$ cat config.mk
export PLATFORM = sky130hd
export DESIGN_NAME = midi_step_sequencer_unit
export DESIGN_NICKNAME = d
export VERILOG_FILES = /design/src/sv/msq_pkg.sv /design/src/sv/msq_ram.sv /design/src/sv/msq_front.sv /design/src/sv/msq_back.sv /design/src/sv/midi_step_sequencer_unit.sv
export SDC_FILE = /design/constraint.sdc
export NUM_CORES = 1
export LEC_CHECK = 0
export BUFFER_PORTS_ARGS = -buffer_cell sky130_fd_sc_hd__buf_2
export CAP_MARGIN = 5
export CORE_MARGIN = 2
export CORE_UTILIZATION = 45
export DETAILED_ROUTE_END_ITERATION = 6
export GPL_ROUTABILITY_DRIVEN = 0
export HOLD_SLACK_MARGIN = 0.06
export MAX_ROUTING_LAYER = met4
export PLACE_DENSITY = 0.62
export SYNTH_ARGS = -nofsm -noshare
export SYNTH_HDL_FRONTEND = slang
export SYNTH_SLANG_ARGS = --single-unit
$ cat constraint.sdc
create_clock -name clk -period 4.4 [get_ports clk]
set_clock_uncertainty 0.05 [all_clocks]
set_input_delay 0.66 -clock clk [delete_from_list [all_inputs] [get_ports clk]]
set_output_delay 0.66 -clock clk [all_outputs]
set_load 0.02 [all_outputs]
$ cat src/sv/msq_pkg.sv
// Shared types and constants for the MIDI step sequencer.
package msq_pkg;

  typedef enum logic [1:0] {
    MODE_TICK  = 2'd0,
    MODE_PRESS = 2'd1,
    MODE_MIDI  = 2'd2
  } mode_t;

  typedef enum logic [1:0] {
    RS_STOPPED = 2'd0,
    RS_RUNNING = 2'd1,
    RS_ARMED   = 2'd2
  } run_state_t;

  // What the result stage has to build for one item.
  typedef enum logic [2:0] {
    OP_NONE,
    OP_START,
    OP_STEP,
    OP_STOP,
    OP_FWD
  } op_t;

  localparam logic [7:0] MSG_NOTE_ON     = 8'h90;
  localparam logic [7:0] MSG_NOTE_OFF    = 8'h80;
  localparam logic [7:0] STATUS_HI_MASK  = 8'hf0;
  localparam logic [6:0] VELOCITY_RESET  = 7'd127;
  localparam logic [6:0] REST_NOTE       = 7'd0;
  localparam int         NUM_INIT_NOTES  = 4;
  localparam logic [6:0] INIT_NOTES [NUM_INIT_NOTES] = '{7'd69, 7'd71, 7'd73, 7'd76};
  localparam int         LEN_RESET       = 4;

  typedef struct packed {
    logic [1:0] mode;
    logic [7:0] status_in;
    logic [6:0] data1_in;
    logic [6:0] data2_in;
  } in_t;

  typedef struct packed {
    logic [7:0] status_out;
    logic [6:0] data1_out;
    logic [6:0] data2_out;
    logic       last;
    logic [1:0] run_state;
  } out_t;

  // Item handed from the store stage to the result stage.
  typedef struct packed {
    op_t        op;
    logic [7:0] status;
    logic [6:0] data1;
    logic [6:0] data2;
    logic [6:0] note;
    logic [1:0] run_state;
  } s1_t;

endpackage

$ cat src/sv/msq_ram.sv
// Generic single-write, single-read RAM with registered read data.
module msq_ram #(
  parameter int WIDTH = 8,
  parameter int DEPTH = 64
) (
  input  logic                     clk,
  input  logic                     we,
  input  logic [$clog2(DEPTH)-1:0] waddr,
  input  logic [WIDTH-1:0]         wdata,
  input  logic                     re,
  input  logic [$clog2(DEPTH)-1:0] raddr,
  output logic [WIDTH-1:0]         rdata
);

  logic [WIDTH-1:0] mem [DEPTH];
  logic [WIDTH-1:0] rdata_r;

  always_ff @(posedge clk) begin
    if (we) begin
      mem[waddr] <= wdata;
    end
    if (re) begin
      rdata_r <= mem[raddr];
    end
  end

  assign rdata = rdata_r;

endmodule

$ cat src/sv/msq_front.sv
// Store stage: run state, position, length, note store access and the item register.
module msq_front #(
  parameter int SEQ_DEPTH = 64
) (
  input  logic          clk,
  input  logic          rst_n,
  input  logic          in_valid,
  output logic          in_ready,
  input  msq_pkg::in_t  in_data,
  output logic          s1_valid,
  input  logic          s1_ready,
  output msq_pkg::s1_t  s1
);

  localparam int AW   = $clog2(SEQ_DEPTH);
  localparam int LMAX = (SEQ_DEPTH > msq_pkg::LEN_RESET) ? SEQ_DEPTH : msq_pkg::LEN_RESET;
  localparam int PW   = $clog2(LMAX + 1);
  localparam logic [PW-1:0] DEPTH_P   = PW'(SEQ_DEPTH);
  localparam logic [PW-1:0] LEN_RST_P = PW'(msq_pkg::LEN_RESET);

  msq_pkg::run_state_t run_r, run_nxt;
  logic [PW-1:0]       pos_r, pos_nxt;
  logic [PW-1:0]       len_r, len_nxt;
  logic [SEQ_DEPTH-1:0] vld_r;
  logic                s1_valid_r;
  msq_pkg::s1_t        s1_r, s1_nxt;
  logic                use_ram_r;
  logic [6:0]          dflt_note_r;

  logic          accept;
  logic [PW:0]   pos_inc;
  logic [PW-1:0] step_pos;
  logic          rd_en, wr_en;
  logic [PW-1:0] rd_pos;
  logic [6:0]    wr_note;
  logic          rd_oob;
  logic [6:0]    init_note;
  logic [6:0]    dflt_note;
  logic          use_ram;
  logic [6:0]    ram_rdata;

  assign in_ready = !s1_valid_r || s1_ready;
  assign accept   = in_valid && in_ready;

  assign pos_inc  = {1'b0, pos_r} + (PW + 1)'(1);
  assign step_pos = (pos_inc >= {1'b0, len_r}) ? '0 : pos_inc[PW-1:0];

  always_comb begin
    run_nxt = run_r;
    pos_nxt = pos_r;
    len_nxt = len_r;
    rd_en   = 1'b0;
    rd_pos  = '0;
    wr_en   = 1'b0;
    wr_note = msq_pkg::REST_NOTE;
    s1_nxt           = '0;
    s1_nxt.op        = msq_pkg::OP_NONE;
    s1_nxt.status    = in_data.status_in;
    s1_nxt.data1     = in_data.data1_in;
    s1_nxt.data2     = in_data.data2_in;
    case (in_data.mode)
      msq_pkg::MODE_TICK: begin
        case (run_r)
          msq_pkg::RS_STOPPED: begin
            wr_en   = 1'b1;
            wr_note = msq_pkg::REST_NOTE;
          end
          msq_pkg::RS_ARMED: begin
            pos_nxt   = '0;
            rd_en     = 1'b1;
            rd_pos    = '0;
            run_nxt   = msq_pkg::RS_RUNNING;
            s1_nxt.op = msq_pkg::OP_START;
          end
          default: begin
            pos_nxt   = step_pos;
            rd_en     = 1'b1;
            rd_pos    = step_pos;
            s1_nxt.op = msq_pkg::OP_STEP;
          end
        endcase
      end
      msq_pkg::MODE_PRESS: begin
        case (run_r)
          msq_pkg::RS_STOPPED: run_nxt = msq_pkg::RS_ARMED;
          msq_pkg::RS_ARMED:   run_nxt = msq_pkg::RS_STOPPED;
          default: begin
            run_nxt   = msq_pkg::RS_STOPPED;
            pos_nxt   = '0;
            s1_nxt.op = msq_pkg::OP_STOP;
          end
        endcase
      end
      msq_pkg::MODE_MIDI: begin
        if (run_r == msq_pkg::RS_STOPPED) begin
          if ((in_data.status_in & msq_pkg::STATUS_HI_MASK) == msq_pkg::MSG_NOTE_ON) begin
            wr_en   = 1'b1;
            wr_note = in_data.data1_in;
          end
        end else begin
          s1_nxt.op = msq_pkg::OP_FWD;
        end
      end
      default: ;
    endcase
    // Drop recording once the store is full.
    if (wr_en) begin
      if (pos_r < DEPTH_P) begin
        pos_nxt = pos_inc[PW-1:0];
        len_nxt = pos_inc[PW-1:0];
      end else begin
        wr_en = 1'b0;
      end
    end
    s1_nxt.run_state = run_nxt;
  end

  // Entries never written read as their reset contents; steps past the store are rests.
  assign rd_oob = rd_pos >= DEPTH_P;

  always_comb begin
    init_note = msq_pkg::REST_NOTE;
    for (int i = 0; i < msq_pkg::NUM_INIT_NOTES; i++) begin
      if (rd_pos == PW'(i)) begin
        init_note = msq_pkg::INIT_NOTES[i];
      end
    end
  end

  assign dflt_note = rd_oob ? msq_pkg::REST_NOTE : init_note;
  assign use_ram   = !rd_oob && vld_r[rd_pos[AW-1:0]];

  msq_ram #(
    .WIDTH (7),
    .DEPTH (SEQ_DEPTH)
  ) u_store (
    .clk   (clk),
    .we    (accept && wr_en),
    .waddr (pos_r[AW-1:0]),
    .wdata (wr_note),
    .re    (accept && rd_en),
    .raddr (rd_pos[AW-1:0]),
    .rdata (ram_rdata)
  );

  always_ff @(posedge clk) begin
    if (!rst_n) begin
      run_r      <= msq_pkg::RS_RUNNING;
      pos_r      <= '0;
      len_r      <= LEN_RST_P;
      vld_r      <= '0;
      s1_valid_r <= 1'b0;
    end else begin
      if (accept) begin
        run_r <= run_nxt;
        pos_r <= pos_nxt;
        len_r <= len_nxt;
        if (wr_en) begin
          vld_r[pos_r[AW-1:0]] <= 1'b1;
        end
      end
      if (accept) begin
        s1_valid_r <= 1'b1;
      end else if (s1_ready) begin
        s1_valid_r <= 1'b0;
      end
    end
  end

  // Hold the item while the result stage stalls; the RAM read data holds as well.
  always_ff @(posedge clk) begin
    if (accept) begin
      s1_r        <= s1_nxt;
      dflt_note_r <= dflt_note;
      use_ram_r   <= use_ram;
    end
  end

  always_comb begin
    s1      = s1_r;
    s1.note = use_ram_r ? ram_rdata : dflt_note_r;
  end

  assign s1_valid = s1_valid_r;

endmodule

$ cat src/sv/msq_back.sv
// Result stage: builds note-on/note-off/forwarded messages and buffers them for output.
module msq_back (
  input  logic          clk,
  input  logic          rst_n,
  input  logic          cfg_we,
  input  logic [6:0]    cfg_data,
  input  logic          s1_valid,
  output logic          s1_ready,
  input  msq_pkg::s1_t  s1,
  output logic          out_valid,
  input  logic          out_ready,
  output msq_pkg::out_t out_data
);

  logic [6:0]    velocity_r;
  logic [6:0]    cur_note_r;
  msq_pkg::out_t ob0_r, ob1_r;
  logic [1:0]    ob_cnt_r;

  msq_pkg::out_t msg_off, msg_on, msg_fwd, m0, m1;
  logic          has_off, has_on;
  logic [1:0]    n;
  logic          ob_free, load, out_beat, s1_fire;

  always_comb begin
    msg_off            = '0;
    msg_off.status_out = msq_pkg::MSG_NOTE_OFF;
    msg_off.data1_out  = cur_note_r;
    msg_off.data2_out  = velocity_r;
    msg_off.run_state  = s1.run_state;
    msg_on             = msg_off;
    msg_on.status_out  = msq_pkg::MSG_NOTE_ON;
    msg_on.data1_out   = s1.note;
    msg_fwd            = '0;
    msg_fwd.status_out = s1.status;
    msg_fwd.data1_out  = s1.data1;
    msg_fwd.data2_out  = s1.data2;
    msg_fwd.run_state  = s1.run_state;

    has_off = 1'b0;
    has_on  = 1'b0;
    case (s1.op)
      msq_pkg::OP_START: has_on = s1.note != msq_pkg::REST_NOTE;
      msq_pkg::OP_STEP: begin
        has_off = cur_note_r != msq_pkg::REST_NOTE;
        has_on  = s1.note != msq_pkg::REST_NOTE;
      end
      msq_pkg::OP_STOP: has_off = cur_note_r != msq_pkg::REST_NOTE;
      default: ;
    endcase

    m1 = msg_on;
    if (s1.op == msq_pkg::OP_FWD) begin
      m0 = msg_fwd;
      n  = 2'd1;
    end else if (has_off) begin
      m0 = msg_off;
      n  = has_on ? 2'd2 : 2'd1;
    end else begin
      m0 = msg_on;
      n  = has_on ? 2'd1 : 2'd0;
    end
    m0.last = (n == 2'd1);
    m1.last = 1'b1;
  end

  assign out_valid = ob_cnt_r != 2'd0;
  assign out_data  = ob0_r;
  assign out_beat  = out_valid && out_ready;
  assign ob_free   = (ob_cnt_r == 2'd0) || ((ob_cnt_r == 2'd1) && out_ready);
  assign s1_ready  = (n == 2'd0) || ob_free;
  assign s1_fire   = s1_valid && s1_ready;
  assign load      = s1_fire && (n != 2'd0);

  always_ff @(posedge clk) begin
    if (!rst_n) begin
      velocity_r <= msq_pkg::VELOCITY_RESET;
      cur_note_r <= msq_pkg::INIT_NOTES[0];
      ob_cnt_r   <= 2'd0;
    end else begin
      if (cfg_we) begin
        velocity_r <= cfg_data;
      end
      // Track the note now sounding at the current step.
      if (s1_fire && (s1.op == msq_pkg::OP_START || s1.op == msq_pkg::OP_STEP)) begin
        cur_note_r <= s1.note;
      end
      if (load) begin
        ob_cnt_r <= n;
      end else if (out_beat) begin
        ob_cnt_r <= ob_cnt_r - 2'd1;
      end
    end
  end

  always_ff @(posedge clk) begin
    if (load) begin
      ob0_r <= m0;
      ob1_r <= m1;
    end else if (out_beat) begin
      ob0_r <= ob1_r;
    end
  end

endmodule

$ cat src/sv/midi_step_sequencer_unit.sv
// Top level of the MIDI step sequencer: store stage, result stage and checks.
//
//  channel | direction | handshake          | beat
//  --------+-----------+--------------------+----------------------------------
//  in_     | input     | in_valid/in_ready  | one item: tick, press or MIDI msg
//  out_    | output    | out_valid/out_ready| one MIDI message, last marks end
//  cfg_    | input     | cfg_we only        | out_velocity, 7 bits
//
// An item passes the store stage (note store read or write, one RAM port
// each) and then the result stage; its first message is registered in the
// item register and then the output buffer. A new item is taken every cycle
// while output keeps up; an item with two messages holds the output register
// for two beats, so the output buffer limits the sustained item rate.
// Reset is synchronous and needs no clearing pass: per-entry valid bits give
// the note store its reset contents. A stall on out_ready backs up into in_ready.
module midi_step_sequencer_unit #(
  parameter int SEQ_DEPTH = 64
) (
  input  logic          clk,
  input  logic          rst_n,
  input  logic          in_valid,
  output logic          in_ready,
  input  msq_pkg::in_t  in_data,
  output logic          out_valid,
  input  logic          out_ready,
  output msq_pkg::out_t out_data,
  input  logic          cfg_we,
  input  logic [6:0]    cfg_data
);

  logic         s1_valid;
  logic         s1_ready;
  msq_pkg::s1_t s1;

  msq_front #(
    .SEQ_DEPTH (SEQ_DEPTH)
  ) u_front (
    .clk      (clk),
    .rst_n    (rst_n),
    .in_valid (in_valid),
    .in_ready (in_ready),
    .in_data  (in_data),
    .s1_valid (s1_valid),
    .s1_ready (s1_ready),
    .s1       (s1)
  );

  msq_back u_back (
    .clk       (clk),
    .rst_n     (rst_n),
    .cfg_we    (cfg_we),
    .cfg_data  (cfg_data),
    .s1_valid  (s1_valid),
    .s1_ready  (s1_ready),
    .s1        (s1),
    .out_valid (out_valid),
    .out_ready (out_ready),
    .out_data  (out_data)
  );

  // Input stalls only behind an item waiting in the result stage.
  assert property (@(posedge clk) disable iff (!rst_n)
    !in_ready |-> s1_valid)
    else $error("input stalled with result stage empty");

  // A stalled item keeps its contents, including the held RAM read data.
  assert property (@(posedge clk) disable iff (!rst_n)
    s1_valid && !s1_ready |=> s1_valid && $stable(s1))
    else $error("stalled item changed");

  // A message that is not the last of its item is followed by another.
  assert property (@(posedge clk) disable iff (!rst_n)
    out_valid && out_ready && !out_data.last |=> out_valid)
    else $error("item messages cut short");

  // Generated note messages only come from ticks and presses, never while stopped
  // except the final note-off of a stop press.
  assert property (@(posedge clk) disable iff (!rst_n)
    out_valid && out_data.run_state == msq_pkg::RS_STOPPED
      |-> out_data.status_out == msq_pkg::MSG_NOTE_OFF && out_data.last)
    else $error("message while stopped other than the stop note-off");

endmodule

Yosys cells after proc, flatten, opt, wreduce, memory -nomap -nowiden
Memories as Yosys holds them, arrays and structs flattened. A register that Yosys moved wholly into a read port is not among the register bits.
Index checks and enable logic that the tools add are counted.
- add/subtract/negate cells: 2
- magnitude comparators: 6
- equal/unequal tests: 13
- mux-type cells: 51
- bitwise logic cells: 1
- reduce and logical (&&, ||, !) cells: 35
- operators by type and width (cell ; number):
    7-bit two-way mux ; 14
    25-bit two-way mux ; 3
    64-bit bitwise OR ; 1
    7-bit case mux with 2 select lines ; 2
    22-bit two-way mux ; 1
    1-bit two-way mux ; 16
    2-bit two-way mux ; 8
    7-bit by 2-bit == test with 1-bit output (second input constant) ; 2
    6-bit by 7-bit less-than comparator with 1-bit output (second input constant) ; 2
    7-bit nonzero test ; 2
    1-bit logical AND ; 10
    3-bit case mux with 3 select lines ; 1
    7-bit by 1-bit adder with 8-bit output (second input constant) ; 1
    8-bit by 7-bit greater-or-equal comparator with 1-bit output ; 1
    2-bit zero test ; 4
    2-bit case mux with 2 select lines ; 2
    2-bit nonzero test ; 4
    2-bit OR reduction ; 4
    7-bit by 1-bit == test with 1-bit output (second input constant) ; 1
    7-bit greater-or-equal comparator (second input constant) ; 1
    7-bit zero test ; 1
    7-bit less-than comparator (second input constant) ; 1
    1-bit binary-select mux with 6-bit select ; 1
    1-bit demux with 6-bit select ; 1
    16 further kinds ; 24
- flip-flop bits (word level): 173
- RAM bits: 448
- input bits: 36
- output and inout port bits: 27
- logic and storage cells: 135
- memories: 1
- memory list (memory ; words ; bits a word ; read ports ; clocked after memory_dff ; wr ports ; RTL line ; source):
    u_front.u_store.mem ; 64 ; 7 ; 1 ; 1 ; 1 ; msq_ram.sv:15 ; logic [WIDTH-1:0] mem [DEPTH];

Depth between registers and ports, before layout
Gate-level depths: netlist of the first run.
- depth after elaboration: 13
- depth in mapped cells: 16

Hierarchy
Synthesis of the first run repeated with hierarchy kept, for this count alone.
- cells, all modules: 1544
- area total of the unflattened synthesis: 25389.4 sq um
- modules (own cells, without submodules) (module ; times used ; cells an instance ; area each (sq um)):
    msq_ram ; 1 ; 827 ; 17705.7
    msq_front ; 1 ; 510 ; 5226.3
    msq_back ; 1 ; 207 ; 2457.4

Worst setup path before layout of the first run
No wires, ideal clock.
- kind: register to register
- start point: register u_back.cur_note_r[2]
- end point: memory u_front.u_store.mem[25][0], enable pin
- library setup time: 0.368 ns
- arrival time: 4.062 ns
- slack: -0.080 ns
- cell stages (with the launch flop): 14
- cells stage by stage: dfxtp_1 > or4_1 > nor4_1 > nor3b_1 > buf_1 > ha_1 > or3_1 > nand3_1 > nand2_1 > inv_2 > nand2_1 > or4_1 > clkbuf_1 > nor2_1
- longest elaborated chain between the ends: 11
- RTL lines (item ; RTL line ; source):
    start: declaration ; msq_back.sv:16 ; logic [6:0] cur_note_r;
    start signal: assignment ; msq_back.sv:78 ; cur_note_r <= msq_pkg::INIT_NOTES[0];
    start signal: assignment ; msq_back.sv:86 ; cur_note_r <= s1.note;
    7-bit nonzero test ; msq_back.sv:45, msq_back.sv:48 ;
    1-bit two-way mux ; -- ;
    2-bit two-way mux ; msq_back.sv:56 ; end else if (has_off) begin
    2-bit two-way mux ; msq_back.sv:53 ; if (s1.op == msq_pkg::OP_FWD) begin
    2-bit zero test ; msq_back.sv:71 ; assign s1_ready = (n == 2'd0) || ob_free;
    1-bit logical OR ; msq_back.sv:71 ;
    1-bit logical OR ; msq_front.sv:42 ; assign in_ready = !s1_valid_r || s1_ready;
    named net in_ready ; midi_step_sequencer_unit.sv:22 ; output logic in_ready,
    1-bit logical AND ; msq_front.sv:43 ; assign accept = in_valid && in_ready;
    named net u_front.accept ; msq_front.sv:30 ; logic accept;
    1-bit logical AND ; msq_front.sv:138 ; .we (accept && wr_en),
    1-bit two-way mux ; msq_ram.sv:19 ; if (we) begin
    1-bit two-way mux (implied by the code) ; msq_ram.sv:20 ; mem[waddr] <= wdata;
    end: declaration ; msq_ram.sv:15 ;
The timed path passes the listed nets, and every way through them passes these cells.

Worst setup path after layout of the first run
- start point: register u_front.pos_r[1]
- end point: register u_front.u_store.rdata_r[0] (netlist: u_front.u_store.rdata[0]) (read register of u_front.u_store.mem), data pin
- longest elaborated chain between the ends: 5
- RTL lines (item ; RTL line ; source):
    start: declaration ; msq_front.sv:22 ; logic [PW-1:0] pos_r, pos_nxt;
    start signal: assignment ; msq_front.sv:156 ; pos_r <= pos_nxt;
    7-bit by 1-bit adder with 8-bit output (*) ; msq_front.sv:45 ; assign pos_inc = {1'b0, pos_r} + (PW + 1)'(1);
    named net u_front.pos_inc[4] ; msq_front.sv:31 ; logic [PW:0] pos_inc;
    8-bit by 7-bit greater-or-equal comparator with 1-bit output ; msq_front.sv:46 ; assign step_pos = (pos_inc >= {1'b0, len_r}) ? '0 : pos_inc[PW-1:0];
    7-bit two-way mux (*) ; msq_front.sv:46 ;
    7-bit two-way mux (*) ; msq_front.sv:63 ; case (run_r)
    7-bit two-way mux (*) ; msq_front.sv:61 ; case (in_data.mode)
    end: declaration ; msq_ram.sv:16 ; logic [WIDTH-1:0] rdata_r;
The timed path passes the listed nets; every way through them passes the cells marked *.
A chain may end at the register's enable or synchronous reset.

==> results of run 1 <==
-- final cells by class --
type,count,area (um^2),area share (%)
flip-flops and latches,626,17800,60.3
multi-input cells,1048,6870,23.2
repair buffers,253,1860,6.29
clock buffers,80,1620,5.48
well taps,748,936,3.17
clock inverters,31,323,1.09
inverters,30,115,0.390
diodes,2,5.00,0.0169
-- cells by family (layout without fill, tap and decap cells) --
logic type | Yosys count | in the layout
DFF | 626 | 626
AOI/OAI and AO/OA | 477 | 477
and+or+nand+nor | 463 | 463
buffers and inverters | 151 | 394
muxes | 90 | 90
adders and majority gates | 11 | 11
xor gates and xnor gates | 7 | 7
other | 0 | 2
-- per-stage QoR --
step / cells / area, um^2 / setup TNS (ns)
floorplan: 1825 / 25200 / 0
global placement: 2703 / 27500 / -0.423
detailed placement: 2704 / 27500 / -0.663
CTS: 2815 / 29500 / -0.0800
global route: 2817 / 29500 / -0.132
finish: 2818 / 29500 / 0
-- how the worst max path moves through the flow --
stage,to,slack [ns]
after floorplan,u_front.u_store.mem[25][0],0.08
after global placement,u_front.u_store.rdata[0],-0.24
after detailed placement,u_front.u_store.rdata[0],-0.29
after CTS,u_front.u_store.rdata[1],-0.08
after global routing,u_front.u_store.rdata[1],-0.07
final,u_front.u_store.rdata[0],0.004
-- registers in the layout, indices dropped and copies added (netlist names) --
signal                 count
u_front.u_store.mem      448
u_front.vld_r             64
u_front.s1                27
u_back.out_data           25
u_back.ob1_r              16
u_back.cur_note_r          7
u_back.velocity_r          7
u_front.len_r              7
u_front.pos_r              7
u_front.u_store.rdata      7
u_front.dflt_note_r        5
u_back.ob_cnt_r            2
u_front.run_r              2
u_front.s1_valid           1
u_front.use_ram_r          1
-- routing by layer --
metal / up-vias / share of wire [%]
met5: - / 0
met4: 0 / 5.2
met3: 267 / 11
met2: 1161 / 45
met1: 8705 / 39
li1: 7477 / -
-- synth_stat cells (all sizes together), types with 11 or more instances --
master and count:
o211ai 17, buf 57, inv 28, a221oi 30, ha 11, o32ai 11
edfxtp 529, a211oi 22, nand2 124, o21a 45, mux2 22, dfxtp 97
nor3 17, nor2 202, a22oi 41, a22o 17, a21oi 65, o31ai 13
a32oi 13, a31oi 21, nor4 16, mux2i 65, o21ai 85, clkbuf 64
nand3 31, o22ai 17, and2 15
-- power breakdown --
group	leakage, nW	internal (mW)	switching [mW]
Clock	0.945	2.93	2.23
Sequential	4.74	6.49	0.0412
Combinational	3.58	0.273	0.596
Total	9.26	9.69	2.87
-- critical path: stages (launching register included) --
cell and delay (ns):
dfxtp_1 0.41, ha_4 0.19, nand3_1 0.09, xor2_1 0.33, inv_1 0.12, ha_1 0.32
o2111ai_1 0.36, o211ai_1 0.57, buf_4 0.37, nor2_1 0.08, o31ai_1 0.24, a31oi_2 0.13
nor4_2 0.48, o22ai_1 0.31
-- what timing repair did --
item | 4_1_cts | 5_1_grt
endpoints found under the setup margin | 4 | 73
buffers inserted | 0 | 1
resized for setup | 6 | 15
pin swaps | 0 | 2
-- cell usage in the layout, fill, tap and decap left out, types with 13 or more instances in the layout --
master and count:
a22o_1 17, a31oi_1 20, nor4_1 14, mux2i_1 65, o21a_1 44, nand2_1 118
edfxtp_1 529, a211oi_1 20, nor2_1 199, clkbuf_16 61, a21oi_1 62, buf_2 63
buf_4 180, nand3_1 31, a32oi_1 13, o22ai_1 17, o211ai_1 17, dfxtp_1 96
clkbuf_1 17, mux2_2 22, o21ai_0 81, a22oi_1 41, a221oi_1 30, inv_1 27
==> out/results.txt, run 1 <==
Die height: 241 um
Worst EP required: 4.66 ns
EDFF count, synth: 529
Yosys top cell by area: edfxtp_1
Synth Area in Simple Gates: 8.43%
CTS Buffer Depth: 3
H-tree depth: 2
WP data arrival: 4.66 ns
Hold Buf Count CTS: 0
Max-cap viol count: 0
Post-Place Setup Slack: -0.287 ns
Fin nets: 2,067
Synth Area in Compound Gates: 13.6%
Drt drc: 1
Pwr dens: 425 nW/um^2
Final Cycle Share: 99.9%
Clk sink count: 626
Fill cells: 4,529
Hpwl dp: 52.3 mm
Synth area leaders: edfxtp_1 63%, dfxtp_1 7.7%, nor2_1 3.0%
Max rail drop VDD: 0.286 mV
FMAX: 227 MHz
R2R Setup Slk: 0.004 ns
Met1 usage: 38.3%
Min-delay src: in_data[14]
Reg2reg start: u_front.pos_r[1]
GR peak layer: met2
CP Max Fanout: 10
CTS Buf Count: 61
Endpoints failing setup: 0
Mux contribution to synthesized area: 3.84%
Post-route ant nets: 0
Worst-skew pair later-pin latency: 0.64 ns
DR iter-0 viols: 2,661
WL/cell: 28.6 um
Synth cell types: 87
YS warnings: 0
Syn Inst Count: 1,825
First-pass GRT wire length: 117 mm
CP Class: reg -> reg
Hold slack: 0.144 ns
Post-synth top area share: 63.1%
Run status: finished with violations
RSZ-0062 raised after global routing: true
Post-layout minimum cycle time: 4.40 ns
Layout cell share with drive strength beyond 1: 20.4%
CP startpoint: u_front.pos_r[1]
Leakage power: 9.26 nW
Core area: 55,200 um^2
Slew @ Worst Pin: 0.972 ns
Hold Crit Class: in -> reg
Port buffer count: 62
Via density: 6.25
Syn Nets: 1,872
Area grow syn2layout: 17.4%
CTS tree: done
Gr ovfl total: 0
Synthesized flop and latch total: 626
DRT Pass-1 Iters: 7
Clock slew at reported path FFs: 0.07 ns
Most common flop cell mapped by yosys: edfxtp_1
Synth Cell Area: 25,200 um^2
Max-slew violations: 0
Largest net degree at the start of global routing: 95
Largest family of logic cells by synthesized area: compound AO/OA/AOI/OAI gates
Setup crit end kind: flop
Final hold vios: 0
Clock Tree Root: clkbuf_16
Row count: 86
Total Routing Usage GR: 28.8%
Post-synthesis adder-cell area fraction: 0.547%
CP startpoint kind: flop
Worst reg2reg path depth: 13
Hold path depth: 1
Routed Wire Length: 80.6 mm
Seq/Total Area, Yosys: 70.8%
Final WS setup: 0.00406 ns
Starting Density: 45.6%
Mean Syn Cell Area: 13.8 um^2
Asr flop ratio synth: 0%
Vias in the first global route: 17,000
GR Util met3: 6.11%
Initial antenna violation count: 1
Ports: 63
Met2 Track Usage GR: 42.0%
Total Power: 12.6 mW
Crit Reg-Reg Endpoint: u_front.u_store.rdata[0]
Xor/xnor share of the synthesized area: 0.244%
Failing checks: DRC
Slew margin rel.: 35.2%
Total Die Area: 57,800 um^2
Die width: 241 um
Via count: 17,600
Hold EP: u_front.s1[23]
Final Util: 53.5%
No activity file was read; power rests on OpenSTA's default activity.
==> run 2: changes to the inputs <==
--- a/config.mk
+++ b/config.mk
@@ -16,4 +16,5 @@
 export PLACE_DENSITY = 0.62
 export SYNTH_ARGS = -nofsm -noshare
 export SYNTH_HDL_FRONTEND = slang
+export SYNTH_HIERARCHICAL = 1
 export SYNTH_SLANG_ARGS = --single-unit
==> out/results.txt, run 2 <==
Port buffer count: 62 (unchanged)
Max-cap viol count: 0 (unchanged)
N_diodes: 0 (was 2)
Via density: 5.64 (was 6.25)
Leakage power: 9.85 nW (was 9.26 nW)
CP Class: reg -> reg (unchanged)
WP data arrival: 4.53 ns (was 4.66 ns)
Commonest non-fill, non-tap cell in the layout: edfxtp_1 (unchanged)
CTS Buf Count: 66 (was 61)
Clock slew at reported path FFs: 0.06 ns (was 0.07 ns)
Layout cell share with drive strength beyond 1: 30.1% (was 20.4%)
Post-Place Setup Slack: -0.00262 ns (was -0.287 ns)
Syn Nets: 1,591 (was 1,872)
H-tree depth: 3 (was 2)
Max rail drop VDD: 0.374 mV (was 0.286 mV)
EDFF count, synth: 529 (unchanged)
DR iter-0 viols: 1,175 (was 2,661)
Die width: 242 um (was 241 um)
Hold Buf Count CTS: 0 (unchanged)
Clock Tree Root: clkbuf_16 (unchanged)
Min-delay src: in_data[0] (was in_data[14])
DRT Pass-1 Iters: 6 (was 7)
Total Routing Usage GR: 21.1% (was 28.8%)
Reg2reg start: u_front/pos_r[1] (was u_front.pos_r[1])
R2R Setup Slk: 0.18 ns (was 0.004 ns)
Worst EP required: 4.71 ns (was 4.66 ns)
Hold path depth: 1 (unchanged)
Max reg flops: 448 (unchanged)
Total Power: 12.9 mW (was 12.6 mW)
Synth Cell Area: 25,400 um^2 (was 25,200 um^2)
Commonest non-fill, non-tap cells in the layout: 529 x edfxtp_1, 126 x mux4_2, 121 x buf_4 (was 529 x edfxtp_1, 199 x nor2_1, 180 x buf_4)
Slew margin rel.: 40.5% (was 35.2%)
YS warnings: 6 (was 0)
Final Cycle Share: 96.0% (was 99.9%)
Die height: 242 um (was 241 um)
WL/cell: 23.4 um (was 28.6 um)
Mean Syn Cell Area: 16.4 um^2 (was 13.8 um^2)
Seq/Total Area, Yosys: 70.2% (was 70.8%)
Yosys top cell by area: edfxtp_1 (unchanged)
Top Layer Used: met4 (unchanged)
CP startpoint kind: flop (unchanged)
Worst-skew pair later-pin latency: 0.61 ns (was 0.64 ns)
Via count: 14,300 (was 17,600)
Run status: complete, no violations (was finished with violations)
Asr flop ratio synth: 0% (unchanged)
Final Util: 53.8% (was 53.5%)
Hold Crit Class: in -> reg (unchanged)
Largest net degree at the start of global routing: 65 (was 95)
CTS tree: done (unchanged)
Initial antenna violation count: 0 (was 1)
Largest register by flop count: u_front/u_store/mem (was u_front.u_store.mem)
Slew @ Worst Pin: 0.893 ns (was 0.972 ns)
Synthesized flop and latch total: 626 (unchanged)
Post-synth top area share: 62.6% (was 63.1%)
Core area: 56,100 um^2 (was 55,200 um^2)
Fin nets: 1,775 (was 2,067)
Synth area leaders: edfxtp_1 63%, mux4_2 11%, dfxtp_1 7.6% (was edfxtp_1 63%, dfxtp_1 7.7%, nor2_1 3.0%)
Endpoints failing setup: 0 (unchanged)
First-pass GRT wire length: 90.8 mm (was 117 mm)
CP Max Fanout: 12 (was 10)
FMAX: 237 MHz (was 227 MHz)
Synth top cells by count: 529 x edfxtp_1, 147 x nor2_1, 126 x mux4_2 (was 529 x edfxtp_1, 201 x nor2_1, 121 x nand2_1)
Setup crit end kind: flop (unchanged)
Starting Density: 45.3% (was 45.6%)
Row count: 87 (was 86)
Drt drc: 0 (was 1)
Post-layout minimum cycle time: 4.22 ns (was 4.40 ns)
Routed Wire Length: 59.2 mm (was 80.6 mm)
Most common flop cell mapped by yosys: edfxtp_1 (unchanged)
Total Die Area: 58,300 um^2 (was 57,800 um^2)
Ports: 63 (unchanged)
Most frequent cell after synthesis: edfxtp_1 (unchanged)
Met3 routed WL: 3.27 mm (was 8.67 mm)
Clk sink count: 626 (unchanged)
Max-slew violations: 0 (unchanged)
Post-route ant nets: 0 (unchanged)
Synth cell types: 77 (was 87)
Gr ovfl total: 0 (unchanged)
Syn Inst Count: 1,544 (was 1,825)
M1 wire length: 25.6 mm (was 31.6 mm)
Crit Reg-Reg Endpoint: u_front/u_store/rdata[6] (was u_front.u_store.rdata[0])
Hpwl dp: 38.0 mm (was 52.3 mm)
Worst reg2reg path depth: 16 (was 13)
Final hold vios: 0 (unchanged)
Pwr dens: 426 nW/um^2 (was 425 nW/um^2)
Final WS setup: 0.176 ns (was 0.00406 ns)
Hold EP: u_front/s1[9] (was u_front.s1[23])
Area grow syn2layout: 18.9% (was 17.4%)
WL met2: 28.8 mm (was 36.1 mm)
Vias in the first global route: 14,600 (was 17,000)
RSZ-0062 raised after global routing: false (was true)
CTS Buffer Depth: 3 (unchanged)
==> run 2: how the worst max path moves through the flow <==
stage / startpoint / end / slack, ns / depth (start not counted)
2_1_floorplan: u_front/use_ram_r / u_front/u_store/mem[62][0] / -0.04 / 16
3_3_place_gp: u_front/pos_r[1] / u_front/u_store/rdata[2] / -0.02 / 16
3_5_place_dp: u_front/pos_r[1] / u_front/u_store/rdata[0] / -0.003 / 16
4_1_cts: u_front/pos_r[1] / u_front/u_store/rdata[3] / 0.03 / 16
5_1_grt: u_front/pos_r[1] / u_front/u_store/rdata[4] / 0.008 / 18
6_report: u_front/pos_r[1] / u_front/u_store/rdata[6] / 0.18 / 16
==> run 2: per-layer routing <==
layer  global-route usage [%]  vias up
met2                     33.4      436
met5                        -        -
li1                         -     6432
met1                     28.2     7308
met4                     6.30        0
met3                     3.56      109
==> run 2: worst max-delay path, stage by stage, from the launching register on <==
cell,delay [ns]
dfxtp_4,0.38
nand2_2,0.09
nor2_2,0.12
xnor2_1,0.17
inv_1,0.10
ha_1,0.22
a211o_1,0.27
a31oi_1,0.14
o21ai_1,0.09
or4_4,0.46
nor2_4,0.23
buf_12,0.21
buf_12,0.17
mux4_2,0.52
o22ai_1,0.36
o21ai_1,0.14
a22o_1,0.21
==> run 2: stage by stage <==
stage          cells  area, um^2  hold slack [ns]  setup TNS, ns
2_1_floorplan   1544       25700            0.376          -1.93
3_3_place_gp    2403       27700            0.383        -0.0359
3_5_place_dp    2403       27700            0.384       -0.00262
4_1_cts         2521       29900            0.148              0
5_1_grt         2532       30200            0.156              0
6_report        2532       30200            0.178              0
==> run 2: where the power goes <==
part	leakage, nW	switching (mW)	internal, mW	total, mW
combinational	3.19	0.406	0.274	0.680
sequential	5.57	0.0415	6.48	6.52
clock	1.08	2.25	3.41	5.66
==> run 2: cells by family after synthesis <==
kind of cell             after synthesis  share of synthesized area (%)
adder cells (fa/ha/maj)               11                          0.542
multiplexers                         165                           12.8
AO/OA/AOI/OAI                        231                           6.46
AND/OR/NAND/NOR                      389                           7.56
buffers and inverters                116                           2.22
XOR/XNOR                               6                          0.237
flip-flops                           626                           70.2
==> run 2: timing repair <==
| action | in CTS | in global routing |
|---|---|---|
| endpoints found under the setup margin | 4 | 124 |
| resized for setup | 2 | 32 |
| pin swaps | 1 | 10 |
| hold endpoints to repair | 0 | 0 |
| cloned | 0 | 1 |
| buffers inserted | 2 | 10 |
==> run 2: cell type report <==
cell class,instances,area (um^2)
Sequential cell,626,17800
Tap cell,756,946
Fill cell,4419,25900
Clock inverter,30,364
Multi-Input combinational cell,802,7410
Inverter,27,133
Timing Repair Buffer,205,1660
Clock buffer,86,1830
